`src/sv/wgm_pkg.sv`:
```
// wgm_pkg: shared constants, codes and types of the wildcard glob matcher
// used by wgm_cfg, wgm_cell and wildcard_glob_matcher; depends on nothing

package wgm_pkg;

  // pattern geometry
  localparam int PATTERN_BYTES = 16;
  localparam int NUM_POS       = PATTERN_BYTES + 1;
  localparam int LEN_W         = $clog2(PATTERN_BYTES + 1);
  localparam int REG_LEN_W     = 5;
  localparam int PAT_W         = 64;

  // apb port geometry
  localparam int CFG_DATA_W = 64;
  localparam int CFG_ADDR_W = 5;

  // pattern characters with a meaning
  localparam logic [7:0] CHAR_STAR  = 8'h2A;
  localparam logic [7:0] CHAR_QMARK = 8'h3F;
  localparam logic [7:0] CHAR_DOT   = 8'h2E;

  // register indexes (byte address divided by 8)
  typedef enum logic [1:0] {
    REG_PAT_LOW  = 2'd0,
    REG_PAT_HIGH = 2'd1,
    REG_PAT_LEN  = 2'd2
  } reg_idx_t;

  // register contents handed to the datapath
  typedef struct packed {
    logic [PAT_W-1:0]     pat_low;
    logic [PAT_W-1:0]     pat_high;
    logic [REG_LEN_W-1:0] pat_len;
  } cfg_regs_t;

  // signals passed from one cell to the next
  typedef struct packed {
    logic cl;   // star closure carry of the current vector
    logic adv;  // position advance on this character
    logic ncl;  // star closure carry of the next vector
  } link_t;

  // per-item control broadcast to all cells
  typedef struct packed {
    logic take;
    logic eot;
  } step_t;

endpackage

```
`src/sv/wgm_cfg.sv`:
```
// wgm_cfg: apb register file holding the glob pattern and its length
// depends on wgm_pkg

module wgm_cfg (
  input  logic                           clk,
  input  logic                           rst_n,
  input  logic                           psel,
  input  logic                           penable,
  input  logic                           pwrite,
  input  logic [wgm_pkg::CFG_ADDR_W-1:0] paddr,
  input  logic [wgm_pkg::CFG_DATA_W-1:0] pwdata,
  output logic [wgm_pkg::CFG_DATA_W-1:0] prdata,
  output logic                           wr_en,
  output wgm_pkg::cfg_regs_t             regs
);

  logic [wgm_pkg::PAT_W-1:0]     pat_low_r;
  logic [wgm_pkg::PAT_W-1:0]     pat_high_r;
  logic [wgm_pkg::REG_LEN_W-1:0] pat_len_r;
  wgm_pkg::reg_idx_t             idx;

  assign idx   = wgm_pkg::reg_idx_t'(paddr[wgm_pkg::CFG_ADDR_W-1:3]);
  assign wr_en = psel & penable & pwrite;

  // register writes
  always_ff @(posedge clk) begin
    if (!rst_n) begin
      pat_low_r  <= '0;
      pat_high_r <= '0;
      pat_len_r  <= '0;
    end else if (wr_en) begin
      unique case (idx)
        wgm_pkg::REG_PAT_LOW:  pat_low_r  <= pwdata[wgm_pkg::PAT_W-1:0];
        wgm_pkg::REG_PAT_HIGH: pat_high_r <= pwdata[wgm_pkg::PAT_W-1:0];
        wgm_pkg::REG_PAT_LEN:  pat_len_r  <= pwdata[wgm_pkg::REG_LEN_W-1:0];
        default: ;
      endcase
    end
  end

  // read mux
  always_comb begin
    unique case (idx)
      wgm_pkg::REG_PAT_LOW:  prdata = pat_low_r;
      wgm_pkg::REG_PAT_HIGH: prdata = pat_high_r;
      wgm_pkg::REG_PAT_LEN:
        prdata = {{(wgm_pkg::CFG_DATA_W-wgm_pkg::REG_LEN_W){1'b0}}, pat_len_r};
      default:               prdata = '0;
    endcase
  end

  assign regs = '{pat_low: pat_low_r, pat_high: pat_high_r, pat_len: pat_len_r};

endmodule

```
`src/sv/wgm_cell.sv`:
```
// wgm_cell: one nfa position, holding its active bit and passing star
// closure and advance signals to the next position; depends on wgm_pkg

module wgm_cell (
  input  logic           clk,
  input  logic           rst_n,
  input  logic           is_head,   // position zero, active after re-arm
  input  logic           in_range,  // position index <= pattern length
  input  logic           has_byte,  // position index < pattern length
  input  logic [7:0]     pat_byte,
  input  logic [7:0]     chr,
  input  wgm_pkg::step_t step,
  input  wgm_pkg::link_t lk_in,
  output wgm_pkg::link_t lk_out,
  output logic           cur
);

  logic act_r;
  logic act_nxt;
  logic is_star;
  logic hit;
  logic nxt;
  logic closed;

  // current vector: stored bit plus closure from the left
  assign is_star = (pat_byte == wgm_pkg::CHAR_STAR);
  assign hit     = (pat_byte == wgm_pkg::CHAR_QMARK) | (pat_byte == chr);
  assign cur     = in_range & (act_r | lk_in.cl);

  // next vector for a text character, then its closure
  assign nxt    = (has_byte & cur & is_star) | lk_in.adv;
  assign closed = in_range & (nxt | lk_in.ncl);

  assign lk_out.cl  = has_byte & cur & is_star;
  assign lk_out.adv = has_byte & cur & ~is_star & hit;
  assign lk_out.ncl = has_byte & closed & is_star;

  // state update on each accepted item
  always_comb begin
    act_nxt = act_r;
    if (step.take) begin
      act_nxt = step.eot ? is_head : closed;
    end
  end

  always_ff @(posedge clk) begin
    if (!rst_n) begin
      act_r <= is_head;
    end else begin
      act_r <= act_nxt;
    end
  end

endmodule

```
`src/sv/wildcard_glob_matcher.sv`:
```
// wildcard_glob_matcher: top level, apb pattern registers, a row of nfa
// position cells and the result register; depends on wgm_pkg, wgm_cfg, wgm_cell

// Matches a text streamed one byte per item against a glob pattern of up to
// 16 bytes ('*' any run, '?' any one byte, others literal). The position
// cells update their active bits in one pass through the row, so a new
// item is accepted every cycle while the result register can be emptied.
// A tlast item closes the text, yields one matched flag and re-arms the
// matcher; character items yield nothing. The pattern "*.*" matches any
// text. Write the pattern registers while no text is in flight.

module wildcard_glob_matcher (
  input  logic                           clk,
  input  logic                           rst_n,
  // apb configuration port
  input  logic                           cfg_psel,
  input  logic                           cfg_penable,
  input  logic                           cfg_pwrite,
  input  logic [wgm_pkg::CFG_ADDR_W-1:0] cfg_paddr,
  input  logic [wgm_pkg::CFG_DATA_W-1:0] cfg_pwdata,
  output logic [wgm_pkg::CFG_DATA_W-1:0] cfg_prdata,
  output logic                           cfg_pready,
  // text input
  input  logic                           in_tvalid,
  output logic                           in_tready,
  input  logic [7:0]                     in_tdata,   // [7:0] character
  input  logic                           in_tlast,   // end_of_text
  // match result
  output logic                           out_tvalid,
  input  logic                           out_tready,
  output logic [7:0]                     out_tdata   // [0] matched, [7:1] zero
);

  localparam int NP = wgm_pkg::NUM_POS;
  localparam int LW = wgm_pkg::LEN_W;

  wgm_pkg::cfg_regs_t  regs;
  logic                cfg_wr;
  logic [2*wgm_pkg::PAT_W-1:0] pat_w;
  logic [LW-1:0]       len;
  logic [7:0]          pat_byte [NP];
  wgm_pkg::link_t      lk [NP+1];
  logic [NP-1:0]       cur_vec;
  logic [NP-1:0]       in_range_vec;
  wgm_pkg::step_t      step;
  logic                accept;
  logic                dot_any;
  logic                match;
  logic                out_valid_r;
  logic                out_valid_nxt;
  logic                matched_r;
  logic                matched_nxt;

  assign cfg_pready = 1'b1;

  wgm_cfg u_cfg (
    .clk     (clk),
    .rst_n   (rst_n),
    .psel    (cfg_psel),
    .penable (cfg_penable),
    .pwrite  (cfg_pwrite),
    .paddr   (cfg_paddr),
    .pwdata  (cfg_pwdata),
    .prdata  (cfg_prdata),
    .wr_en   (cfg_wr),
    .regs    (regs)
  );

  // pattern bytes and saturated length
  assign pat_w = {regs.pat_high, regs.pat_low};
  assign len = (regs.pat_len > wgm_pkg::REG_LEN_W'(wgm_pkg::PATTERN_BYTES)) ?
               LW'(wgm_pkg::PATTERN_BYTES) : regs.pat_len[LW-1:0];

  always_comb begin
    for (int i = 0; i < NP - 1; i++) begin
      pat_byte[i] = pat_w[i*8 +: 8];
    end
    pat_byte[NP-1] = 8'h00;
  end

  // handshake and broadcast control
  assign in_tready = ~out_valid_r | out_tready;
  assign accept    = in_tvalid & in_tready;
  assign step      = '{take: accept, eot: in_tlast};

  // row of position cells
  assign lk[0] = '0;

  for (genvar g = 0; g < NP; g++) begin : g_cell
    assign in_range_vec[g] = (len >= LW'(g));
    wgm_cell u_cell (
      .clk      (clk),
      .rst_n    (rst_n),
      .is_head  (g == 0),
      .in_range (in_range_vec[g]),
      .has_byte (len > LW'(g)),
      .pat_byte (pat_byte[g]),
      .chr      (in_tdata),
      .step     (step),
      .lk_in    (lk[g]),
      .lk_out   (lk[g+1]),
      .cur      (cur_vec[g])
    );
  end

  // match decision at end of text
  assign dot_any = (len == LW'(3)) && (pat_w[7:0] == wgm_pkg::CHAR_STAR) &&
                   (pat_w[15:8] == wgm_pkg::CHAR_DOT) &&
                   (pat_w[23:16] == wgm_pkg::CHAR_STAR);
  assign match   = dot_any | cur_vec[len];

  // result register
  always_comb begin
    out_valid_nxt = out_valid_r;
    matched_nxt   = matched_r;
    if (accept && in_tlast) begin
      out_valid_nxt = 1'b1;
      matched_nxt   = match;
    end else if (out_tready) begin
      out_valid_nxt = 1'b0;
    end
  end

  always_ff @(posedge clk) begin
    if (!rst_n) begin
      out_valid_r <= 1'b0;
    end else begin
      out_valid_r <= out_valid_nxt;
    end
  end

  always_ff @(posedge clk) begin
    matched_r <= matched_nxt;
  end

  assign out_tvalid = out_valid_r;
  assign out_tdata  = {7'b0, matched_r};

`ifndef NO_ASSERTIONS
  // closing item re-arms to position zero only, unless the pattern opens with a star
  a_rearm: assert property (@(posedge clk) disable iff (!rst_n)
    (accept && in_tlast && !cfg_wr) |=> (cur_vec[0] && cur_vec[NP-1:1] == '0) ||
      (pat_byte[0] == wgm_pkg::CHAR_STAR))
    else $error("matcher not re-armed after end of text");

  // the last position never hands anything on
  a_tail: assert property (@(posedge clk) disable iff (!rst_n)
    lk[NP] == '0)
    else $error("carry out of last position");

  // no active position beyond the pattern length
  a_range: assert property (@(posedge clk) disable iff (!rst_n)
    (cur_vec & ~in_range_vec) == '0)
    else $error("active position beyond pattern length");

  // a result appears only after a closing item
  a_result: assert property (@(posedge clk) disable iff (!rst_n)
    $rose(out_valid_r) |-> $past(accept && in_tlast))
    else $error("result without end of text");
`endif

endmodule
```
`config.mk`:
```
export PLATFORM = sky130hd
export DESIGN_NAME = wildcard_glob_matcher
export DESIGN_NICKNAME = d
export VERILOG_FILES = /design/src/sv/wgm_pkg.sv /design/src/sv/wgm_cfg.sv /design/src/sv/wgm_cell.sv /design/src/sv/wildcard_glob_matcher.sv
export SDC_FILE = /design/constraint.sdc
export NUM_CORES = 1
export LEC_CHECK = 0
export BUFFER_PORTS_ARGS = -buffer_cell sky130_fd_sc_hd__buf_2
export CAP_MARGIN = 5
export CORE_AREA = 2 2 131 146
export DETAILED_ROUTE_END_ITERATION = 8
export DIE_AREA = 0 0 133 148
export GPL_ROUTABILITY_DRIVEN = 0
export GPL_TIMING_DRIVEN = 0
export PLACE_DENSITY = 0.78
export SLEW_MARGIN = 5
export SYNTH_ARGS = -nofsm -noshare
export SYNTH_HDL_FRONTEND = slang
export SYNTH_SLANG_ARGS = --single-unit
```
`constraint.sdc`:
```
create_clock -name clk -period 3.75 [get_ports clk]
set_input_delay 0.1875 -clock clk [delete_from_list [all_inputs] [get_ports clk]]
set_output_delay 0.1875 -clock clk [all_outputs]
set_load 0.05 [all_outputs]
```
==> flow_metrics.env, run 1 <==
export IMPL_r2r_slack_ns=-0.05
export IMPL_cts_sinks=152
export IMPL_holdPathEnd="u_cfg.pat_low_r[47]$_SDFFE_PN0P_"
export IMPL_cp_end_kind="flip-flop"
export IMPL_skew_ns=0.009211
export IMPL_io_buffers=138
export IMPL_cp_max_fo=10
export IMPL_post_cts_buffers=0
export IMPL_first_pass_iters=5
export IMPL_crit_arrival_ns=3.93
export IMPL_grt_setup_unrepaired="no"
export IMPL_worst_pin_slew_ns=1.238
export IMPL_drt_iter0_drc=1154
export IMPL_antenna_found_initial=0
export IMPL_cts_buffer_depth=2
export IMPL_routed_wl_mm=36.88
export IMPL_grt_ovfl_total=0
export IMPL_drv_slew=0
export IMPL_powerDensity_mw_per_mm2=330.8
export IMPL_finalHoldWorstSlack_ns=-0.002385
export IMPL_regArea_mm2=0.003053
export IMPL_yosysSeqAreaShare=0.2944
export IMPL_initial_core_util=0.5713
export IMPL_design_area_mm2=0.01210
export IMPL_fp_dieH_um=148
export IMPL_fin_util=0.6667
export IMPL_synthFlopType="dfxtp_1"
export IMPL_relSlewSlack=0.1750
export IMPL_hold_depth=3
export IMPL_status="finished, violations left"
export IMPL_synth_edf_count=1
export IMPL_hp_start="cfg_pwdata[47]"
export IMPL_timing_final_crit_share=1.014
export IMPL_final_antenna_net_count=0
export IMPL_dieArea_mm2=0.01968
export IMPL_std_cell_rows=52
export IMPL_cts_buffers_inserted=17
export IMPL_hold_class="in2reg"
export IMPL_io_pins=160
export IMPL_crit_start="u_cfg.pat_len_r[3]$_SDFFE_PN0P_"
export IMPL_cts_tree="done"
export IMPL_rr_worst_depth=12
export IMPL_post_route_drc_count=0
export IMPL_core_area_mm2=0.01815
export IMPL_grt_pass1_wl_mm=55.62
export IMPL_synth_distinct_cells=100
export IMPL_place_area_mm2=0.01140
export IMPL_drive_gt1_frac=0.1623
export IMPL_leakagePower_uw=0.004357
export IMPL_nets=1600
export IMPL_synth_cells=1350
export IMPL_wl_per_cell_um=20.82
export IMPL_max_vdd_ir_drop_uv=328.8
export IMPL_crit_path_start_kind="flip-flop"
export IMPL_rr_startpoint="u_cfg.pat_len_r[3]$_SDFFE_PN0P_"
export IMPL_grt_pass1_vias=10240
export IMPL_timing_fmax_mhz=263.0
export IMPL_path_class="reg2reg"
export IMPL_hold_violations=1
export IMPL_place_hpwl_mm=25.97
export IMPL_n_antenna_cell=0
export IMPL_syn_area_mm2=0.01037
export IMPL_routed_via_density=6.287
export IMPL_setup_violations=1
export IMPL_max_cap_violations=0
export IMPL_avgSynthCellArea_um2=7.681
export IMPL_violations="negative hold slack, negative setup slack"
export IMPL_gr_usage_all_layers=0.3646
export IMPL_root_buffer="clkbuf_16"
export IMPL_ys_warn_count=0
export IMPL_required_ns=3.88
export IMPL_multi_input_area_mm2=0.006837
export IMPL_fillers=1570
export IMPL_fin_ws_ns=-0.05275
export IMPL_syn_to_final_growth_pct=16.70
export IMPL_die_width_um=133
export IMPL_worstSkewPairLatency_ns=0.44
export IMPL_vias=11130
export IMPL_async_reset_ff_frac=0
export IMPL_ctsHtreeMaxLevel=4
export IMPL_yosys_register_bits=152
export IMPL_period_needed_ns=3.803
export IMPL_grt_max_degree=17
export IMPL_clk_pin_slew_ns=0.07
export IMPL_r2r_end="matched_r$_DFFE_PP_"
[cells in the mapped netlist, drive strengths merged, types with 5 or more instances]
master / instances / area (um^2)
nor2: 107 / 404.1
nor4: 11 / 90.08
and4bb: 5 / 62.56
nor2b: 9 / 56.30
and2: 8 / 51.30
mux2i: 71 / 710.7
a211oi: 6 / 55.05
dfxtp: 151 / 3023
o31ai: 9 / 72.57
a21oi: 18 / 90.09
nand2: 311 / 1167
nor3: 32 / 186.4
a22oi: 5 / 37.54
a31oi: 8 / 50.05
nand4: 37 / 244.0
or2: 6 / 37.54
buf: 26 / 167.7
clkbuf: 78 / 346.6
o211ai: 8 / 65.06
a21o: 6 / 46.30
inv: 11 / 41.29
nand3: 26 / 142.6
xor2: 24 / 210.2
nand4b: 6 / 52.55
o21ai: 31 / 155.1
a21boi: 135 / 1013
or3: 12 / 78.82
and3: 10 / 63.81
xnor2: 104 / 910.9
[cell usage in the layout, fill, tap and decap left out, types with 7 or more instances in the layout]
cell / instances
mux2i_1: 71
o211ai_1: 7
o21ai_0: 28
nor3_1: 26
xnor2_1: 104
dfxtp_1: 151
and3_1: 9
a21boi_0: 134
conb_1: 8
nand3_1: 25
buf_4: 10
buf_2: 140
clkbuf_1: 68
nor4_1: 9
or3_1: 9
a21oi_1: 18
nand4_1: 35
xor2_1: 24
nor2_1: 106
clkbuf_8: 7
inv_1: 11
clkbuf_2: 8
a31oi_1: 8
buf_1: 7
clkbuf_16: 17
nor2b_1: 9
nand2_1: 311
and2_1: 7
[power by group]
| part | leakage [uW] | switching (uW) | internal (uW) | total [uW] |
|---|---|---|---|---|
| sequential | 0.00123 | 29.6 | 1640 | 1670 |
| combinational | 0.00283 | 309 | 172 | 480 |
| clock | 0.000294 | 765 | 1090 | 1860 |
| total | 0.00436 | 1100 | 2900 | 4000 |
[metal layers]
layer,share of wire,vias to the layer above,wire [um],global-route usage
met3,0.12,166,4270,0.08676
met1,0.38,5191,14110,0.4637
li1,-,4994,-,-
met2,0.44,783,16300,0.5676
met5,0,-,0,0
met4,0.060,0,2203,0.2075
[how the worst max path moves through the flow]
stage / to / slack [ns] / cells after the start
after floorplan: g_cell[14].u_cell.act_r$_SDFFE_PN0P_ / 0.65 / 13
after global placement: g_cell[14].u_cell.act_r$_SDFFE_PN0P_ / -0.44 / 13
after CTS: g_cell[14].u_cell.act_r$_SDFFE_PN0P_ / 0.01 / 13
after detailed placement: g_cell[14].u_cell.act_r$_SDFFE_PN0P_ / -0.46 / 13
final: matched_r$_DFFE_PP_ / -0.05 / 12
after global routing: g_cell[14].u_cell.act_r$_SDFFE_PN0P_ / 0.02 / 11
[layout make-up]
type,count,area share
timing repair buffer,140,0.05883
buffer,105,0.04435
sequential,152,0.2523
clock buffer,20,0.03774
clock inverter,12,0.01334
tap,243,0.02512
multi-input combinational,1088,0.5649
inverter,11,0.003412
[critical path: stages (launching register included)]
cell	delay [ns]
dfxtp_1	0.38
buf_6	0.17
a311oi_1	0.66
nand4b_1	0.25
a21oi_1	0.15
a21oi_1	0.38
a211o_2	0.21
nand4_1	0.10
a31oi_1	0.43
o221ai_1	0.19
o21bai_1	0.19
o2111ai_1	0.14
o2111ai_1	0.23
[per-stage QoR]
stage	hold slack [ns]	instances	worst slack [ns]	setup TNS, ns	total power (uW)
after global routing	0.003302	1771	0.02147	0	4073
final	-0.002385	1771	-0.05275	-0.05275	4004
after global placement	0.4512	1737	-0.4366	-0.6479	2153
after CTS	0.0006045	1771	0.01274	0	3971
after floorplan	0.3324	1356	0.6519	0	1991
after detailed placement	0.4569	1738	-0.4608	-0.7017	2159
[sequential cells by signal, indices dropped and copies added (netlist names)]
signal               count
u_cfg.pat_high_r        64
g_cell.u_cell.act_r     17
matched_r                1
out_tvalid               1
u_cfg.pat_len_r          5
u_cfg.pat_low_r         64
[repair_timing]
item	in CTS	in global routing
endpoints found under the setup margin	1	4
hold buffers	1	0
endpoints found under the hold margin	1	0
gates resized for setup	1	26
[cell families after synthesis]
group,count (synthesis),synth area share
XOR/XNOR,128,0.1081
buffers and inverters,116,0.05478
AND/OR/NAND/NOR,600,0.2712
other,2,0.0007242
AO/OA/AOI/OAI,281,0.2022
flip-flops,152,0.2944
multiplexers,71,0.06853
Note: power is estimated with default switching activity, not from simulation.
==> run 2: changes to the inputs <==
==> constraint.sdc (replaced) <==
create_clock -name clk -period 3.75 [get_ports clk]
set_input_delay 0.75 -clock clk [delete_from_list [all_inputs] [get_ports clk]]
set_output_delay 0.75 -clock clk [all_outputs]
set_load 0.05 [all_outputs]
==> flow_metrics.env, run 2 (synthesis results as in run 1) <==
export IMPL_period_needed_ns=3.801
export IMPL_skew_ns=0.01028
export IMPL_timing_final_crit_share=1.014
export IMPL_grt_pass1_vias=10220
export IMPL_hold_depth=2
export IMPL_cts_buffer_depth=2
export IMPL_initial_core_util=0.5713
export IMPL_holdPathEnd="g_cell[14].u_cell.act_r$_SDFFE_PN0P_"
export IMPL_powerDensity_mw_per_mm2=331.5
export IMPL_drt_iter0_drc=1235
export IMPL_first_pass_iters=6
export IMPL_grt_max_degree=17
export IMPL_path_class="in2reg"
export IMPL_rr_worst_depth=12
export IMPL_fillers=1575
export IMPL_max_vdd_ir_drop_uv=327.3
export IMPL_wl_per_cell_um=20.78
export IMPL_finalHoldWorstSlack_ns=0.4841
export IMPL_violations="negative setup slack"
export IMPL_place_ws_ns=-1.023
export IMPL_cts_tree="done"
export IMPL_regArea_mm2=0.003053
export IMPL_hold_class="reg2reg"
export IMPL_p_total_uw=4007
export IMPL_post_cts_buffers=0
export IMPL_grt_pass1_wl_mm=55.78
export IMPL_io_buffers=138
export IMPL_cp_end_kind="flip-flop"
export IMPL_cts_sinks=152
export IMPL_grt_setup_unrepaired="yes"
export IMPL_hp_start="g_cell[14].u_cell.act_r$_SDFFE_PN0P_"
export IMPL_dieArea_mm2=0.01968
export IMPL_multi_input_area_mm2=0.006813
export IMPL_drive_gt1_frac=0.1690
export IMPL_ctsHtreeMaxLevel=4
export IMPL_fin_ws_ns=-0.05068
export IMPL_worstSkewPairLatency_ns=0.44
export IMPL_final_common_cell="nand2_1"
export IMPL_final_antenna_net_count=0
export IMPL_rr_startpoint="u_cfg.pat_len_r[3]$_SDFFE_PN0P_"
export IMPL_final_cell_mix="nand2_1, dfxtp_1, buf_2"
export IMPL_antenna_found_initial=0
export IMPL_cts_buffers_inserted=17
export IMPL_post_route_drc_count=0
export IMPL_cts_hold_buffers=0
export IMPL_r2r_slack_ns=0
export IMPL_fp_dieH_um=148
export IMPL_io_pins=160
export IMPL_reg_top3="u_cfg.pat_high_r (64), u_cfg.pat_low_r (64), g_cell.u_cell.act_r (17)"
export IMPL_crit_arrival_ns=4.17
export IMPL_worst_pin_slew_ns=1.067
export IMPL_max_cap_violations=0
export IMPL_vias=11060
export IMPL_die_width_um=133
export IMPL_gr_usage_all_layers=0.3658
export IMPL_clk_pin_slew_ns=0.06
export IMPL_nets=1599
export IMPL_root_buffer="clkbuf_16"
export IMPL_drv_slew=0
export IMPL_n_antenna_cell=0
export IMPL_status="finished, violations left"
export IMPL_leakagePower_uw=0.004386
export IMPL_routed_wl_mm=36.78
export IMPL_syn_to_final_growth_pct=16.57
export IMPL_required_ns=4.12
export IMPL_place_hpwl_mm=25.97
export IMPL_core_area_mm2=0.01815
export IMPL_crit_path_start_kind="input pin"
export IMPL_crit_start="in_tdata[6]"
export IMPL_cp_max_fo=10
export IMPL_relSlewSlack=0.2885
export IMPL_std_cell_rows=52
export IMPL_setup_violations=2
export IMPL_grt_ovfl_total=0
export IMPL_r2r_end="matched_r$_DFFE_PP_"
export IMPL_routed_via_density=6.246
export IMPL_timing_fmax_mhz=263.1
export IMPL_hold_violations=0
export IMPL_tns_ns=-0.05102
==> run 2: cell count changes in the layout (fill, tap and decap cells not counted), moves of 2 or more <==
cell,delta
clkbuf_1,-10
clkbuf_2,+7
buf_2,+3
buf_1,-2
clkbuf_4,+2
==> run 2: worst max-delay path by stage <==
stage | end | slack (ns) | depth (start not counted)
after floorplan | g_cell[14].u_cell.act_r$_SDFFE_PN0P_ | 0.09 | 13
after global placement | g_cell[14].u_cell.act_r$_SDFFE_PN0P_ | -1.0 | 13
after detailed placement | g_cell[14].u_cell.act_r$_SDFFE_PN0P_ | -1.02 | 13
after CTS | cfg_prdata[9] | 0.01 | 6
after global routing | g_cell[14].u_cell.act_r$_SDFFE_PN0P_ | -0.03 | 13
final | g_cell[14].u_cell.act_r$_SDFFE_PN0P_ | -0.05 | 13
==> run 2: area by class of cell <==
class	instances	area share
multi-input cells	1088	0.5636
flip-flops and latches	152	0.2526
repair buffers	139	0.05807
plain buffers	105	0.04606
clock buffers	20	0.03778
well taps	243	0.02515
clock inverters	12	0.01335
inverters	11	0.003416
==> run 2: stage by stage <==
step	instances	util	instance area [um^2]
2_1_floorplan	1356	-	10390
3_3_place_gp	1737	0.6273	11390
6_report	1770	0.6659	12090
5_1_grt	1770	0.6659	12090
3_5_place_dp	1738	0.6282	11400
4_1_cts	1770	0.6647	12070
==> run 2: report_power, final <==
| part | switching [uW] | internal (uW) | leakage, uW |
|---|---|---|---|
| registers | 29.7 | 1640 | 0.00123 |
| clock network | 769 | 1090 | 0.000294 |
| logic | 307 | 172 | 0.00286 |
| total | 1110 | 2900 | 0.00439 |
==> run 2: critical path, cell delays in order <==
cell and delay [ns]:
clkbuf_2 0.33, clkbuf_2 0.51, xnor2_1 0.18, nand4_1 0.13
nor3_1 0.19, a31oi_1 0.11, a211oi_1 0.36, nand3_1 0.12
o221ai_1 0.30, o21ai_1 0.17, o311a_1 0.40, or4b_1 0.48
a21boi_1 0.14
==> run 2: repair_timing <==
item                                    CTS  global route
pin swaps                                 0             0
gates resized for setup                  21            23
endpoints found under the setup margin    7            36
==> run 2: layer usage <==
metal | vias up | global-route usage | share of wire
met5 | - | 0 | 0
met4 | 0 | 0.2102 | 0.059
met3 | 155 | 0.09053 | 0.12
met2 | 705 | 0.5684 | 0.44
met1 | 5188 | 0.4630 | 0.38
li1 | 5008 | - | -
==> run 3: changes to the inputs <==
--- a/config.mk
+++ b/config.mk
@@ -7,13 +7,14 @@
 export LEC_CHECK = 0
 export BUFFER_PORTS_ARGS = -buffer_cell sky130_fd_sc_hd__buf_2
 export CAP_MARGIN = 5
-export CORE_AREA = 2 2 131 146
+export CORE_AREA = 2 2 134 149
 export DETAILED_ROUTE_END_ITERATION = 8
-export DIE_AREA = 0 0 133 148
+export DIE_AREA = 0 0 136 151
 export GPL_ROUTABILITY_DRIVEN = 0
 export GPL_TIMING_DRIVEN = 0
-export PLACE_DENSITY = 0.78
+export PLACE_DENSITY = 0.79
 export SLEW_MARGIN = 5
 export SYNTH_ARGS = -nofsm -noshare
 export SYNTH_HDL_FRONTEND = slang
+export SYNTH_HIERARCHICAL = 1
 export SYNTH_SLANG_ARGS = --single-unit
==> flow_metrics.env, run 3 <==
export IMPL_status="finished, violations left"
export IMPL_violations="negative setup slack"
export IMPL_grt_max_degree=37
export IMPL_avgSynthCellArea_um2=8.327
export IMPL_fp_dieH_um=151
export IMPL_std_cell_rows=53
export IMPL_ctsHtreeMaxLevel=4
export IMPL_cp_max_fo=4
export IMPL_first_pass_iters=9
export IMPL_grt_pass1_wl_mm=60.54
export IMPL_finalHoldWorstSlack_ns=0.5119
export IMPL_path_class="reg2reg"
export IMPL_wl_per_cell_um=21.27
export IMPL_skew_ns=0.01638
export IMPL_cts_hold_buffers=0
export IMPL_io_buffers=148
export IMPL_grt_setup_unrepaired="yes"
export IMPL_die_width_um=136
export IMPL_routed_wl_mm=40.00
export IMPL_crit_top_cell="nor2_4"
export IMPL_final_common_cell="nand2_1"
export IMPL_worstSkewPairLatency_ns=0.44
export IMPL_sw_frac_of_total=0.2787
export IMPL_initial_core_util=0.5761
export IMPL_synth_cells=1312
export IMPL_combPwrFrac=0.140
export IMPL_timing_final_crit_share=2.133
export IMPL_cp_end_kind="flip-flop"
export IMPL_timing_fmax_mhz=125.0
export IMPL_crit_family="simple AND/OR/NAND/NOR gates"
export IMPL_antenna_found_initial=0
export IMPL_setup_violations=13
export IMPL_io_pins=160
export IMPL_relSlewSlack=0.2240
export IMPL_hold_violations=0
export IMPL_crit_path_top_delay_cell="or3_4"
export IMPL_hold_class="reg2reg"
export IMPL_powerDensity_mw_per_mm2=293.8
export IMPL_seqPwrFrac=0.421
export IMPL_max_cap_violations=0
export IMPL_final_cell_mix="nand2_1, mux2i_1, buf_2"
export IMPL_worst_pin_slew_ns=1.164
export IMPL_p_int_uw=2962
export IMPL_syn_area_mm2=0.01093
export IMPL_vias=11490
export IMPL_drive_gt1_frac=0.2944
export IMPL_cts_buffers_inserted=17
export IMPL_p_switching_uw=1144
export IMPL_final_antenna_net_count=0
export IMPL_required_ns=3.92
export IMPL_syn_to_final_growth_pct=27.92
export IMPL_worst_path_buf_inv=7
export IMPL_place_hpwl_mm=24.48
export IMPL_crit_path_start_kind="flip-flop"
export IMPL_grt_ovfl_total=0
export IMPL_cts_tree="done"
export IMPL_power_frac_clock=0.439
export IMPL_post_route_drc_count=0
export IMPL_tns_ns=-32.45
export IMPL_root_buffer="clkbuf_16"
export IMPL_reg_top3="u_cfg/pat_high_r (64), u_cfg/pat_low_r (64), g_cell.u_cell/act_r (17)"
export IMPL_cts_buffer_depth=2
export IMPL_ys_warn_count=6
export IMPL_drt_iter0_drc=1571
export IMPL_drv_slew=0
export IMPL_grt_pass1_vias=11360
export IMPL_period_needed_ns=7.998
export IMPL_cts_sinks=152
export IMPL_clk_pin_slew_ns=0.06
export IMPL_core_area_mm2=0.01897
export IMPL_gr_usage_all_layers=0.3838
export IMPL_leakagePower_uw=0.005347
export IMPL_n_antenna_cell=0
export IMPL_design_area_mm2=0.01398
export IMPL_place_area_mm2=0.01220
export IMPL_crit_arrival_ns=8.17
export IMPL_fin_ws_ns=-4.248
export IMPL_layout_cells_non_filler=1881
export IMPL_max_vdd_ir_drop_uv=306.3
export IMPL_dieArea_mm2=0.02054
export IMPL_nets=1706
export IMPL_routed_via_density=6.111
export IMPL_dpl_cell_count=1747
export IMPL_cp_slowest_stage_delay_ns=0.39
-- run 3: layout make-up --
cell class	count	area (um^2)
clock inverters	8	77.57
clock buffers	24	535.5
fillers	1327	4990
multi-input cells	1107	7651
plain buffers	67	456.7
repair buffers	253	1624
inverters	23	86.33
well taps	247	309.0
flip-flops and latches	152	3236
-- run 3: metal layers --
layer  vias to the layer above  routed length, um  GRT usage
li1                       5073                  -          -
met3                       270               4295    0.07999
met1                      5348              14630     0.4541
met4                         0               2825     0.2646
met2                       803              18250     0.6229
met5                         -                  0          0
-- run 3: stage by stage --
step | setup slack [ns] | utilization | total power, uW
2_1_floorplan | -3.539 | - | 2086
3_3_place_gp | -4.862 | 0.6432 | 2269
3_5_place_dp | -4.948 | 0.6432 | 2282
4_1_cts | -3.824 | 0.7338 | 4056
5_1_grt | -4.541 | 0.7369 | 4199
6_report | -4.248 | 0.7369 | 4106
-- run 3: worst min-delay path: stages, from the launching register on --
cell and delay [ns]:
dfxtp_1 0.34, nand2_1 0.07, mux2i_1 0.05
-- run 3: power by group through the flow --
stage	combinational [uW]	clock, uW	sequential, uW
global route	599	1870	1730
detailed placement	522	0	1760
CTS	538	1790	1720
finish	574	1800	1730
floorplan	338	0	1750
global placement	512	0	1760
-- run 3: final timing paths --
path / startpoint / end / slack, ns / cells past startpoint
max reg2reg: u_cfg/pat_len_r[3]$_SDFFE_PN0P_ / g_cell[16].u_cell/act_r$_DFFE_PP_ / -4.25 / 54
min reg2reg: u_cfg/pat_high_r[22]$_SDFFE_PN0P_ / u_cfg/pat_high_r[22]$_SDFFE_PN0P_ / 0.51 / 2
min: u_cfg/pat_high_r[22]$_SDFFE_PN0P_ / u_cfg/pat_high_r[22]$_SDFFE_PN0P_ / 0.51 / 2
max: u_cfg/pat_len_r[3]$_SDFFE_PN0P_ / g_cell[16].u_cell/act_r$_DFFE_PP_ / -4.25 / 54
-- run 3: what timing repair did --
item | CTS | global route
setup buffers | 126 | 21
pin swaps | 69 | 45
hold endpoints to repair | 0 | 0
gates resized for setup | 52 | 44
endpoints found under the setup margin | 14 | 14
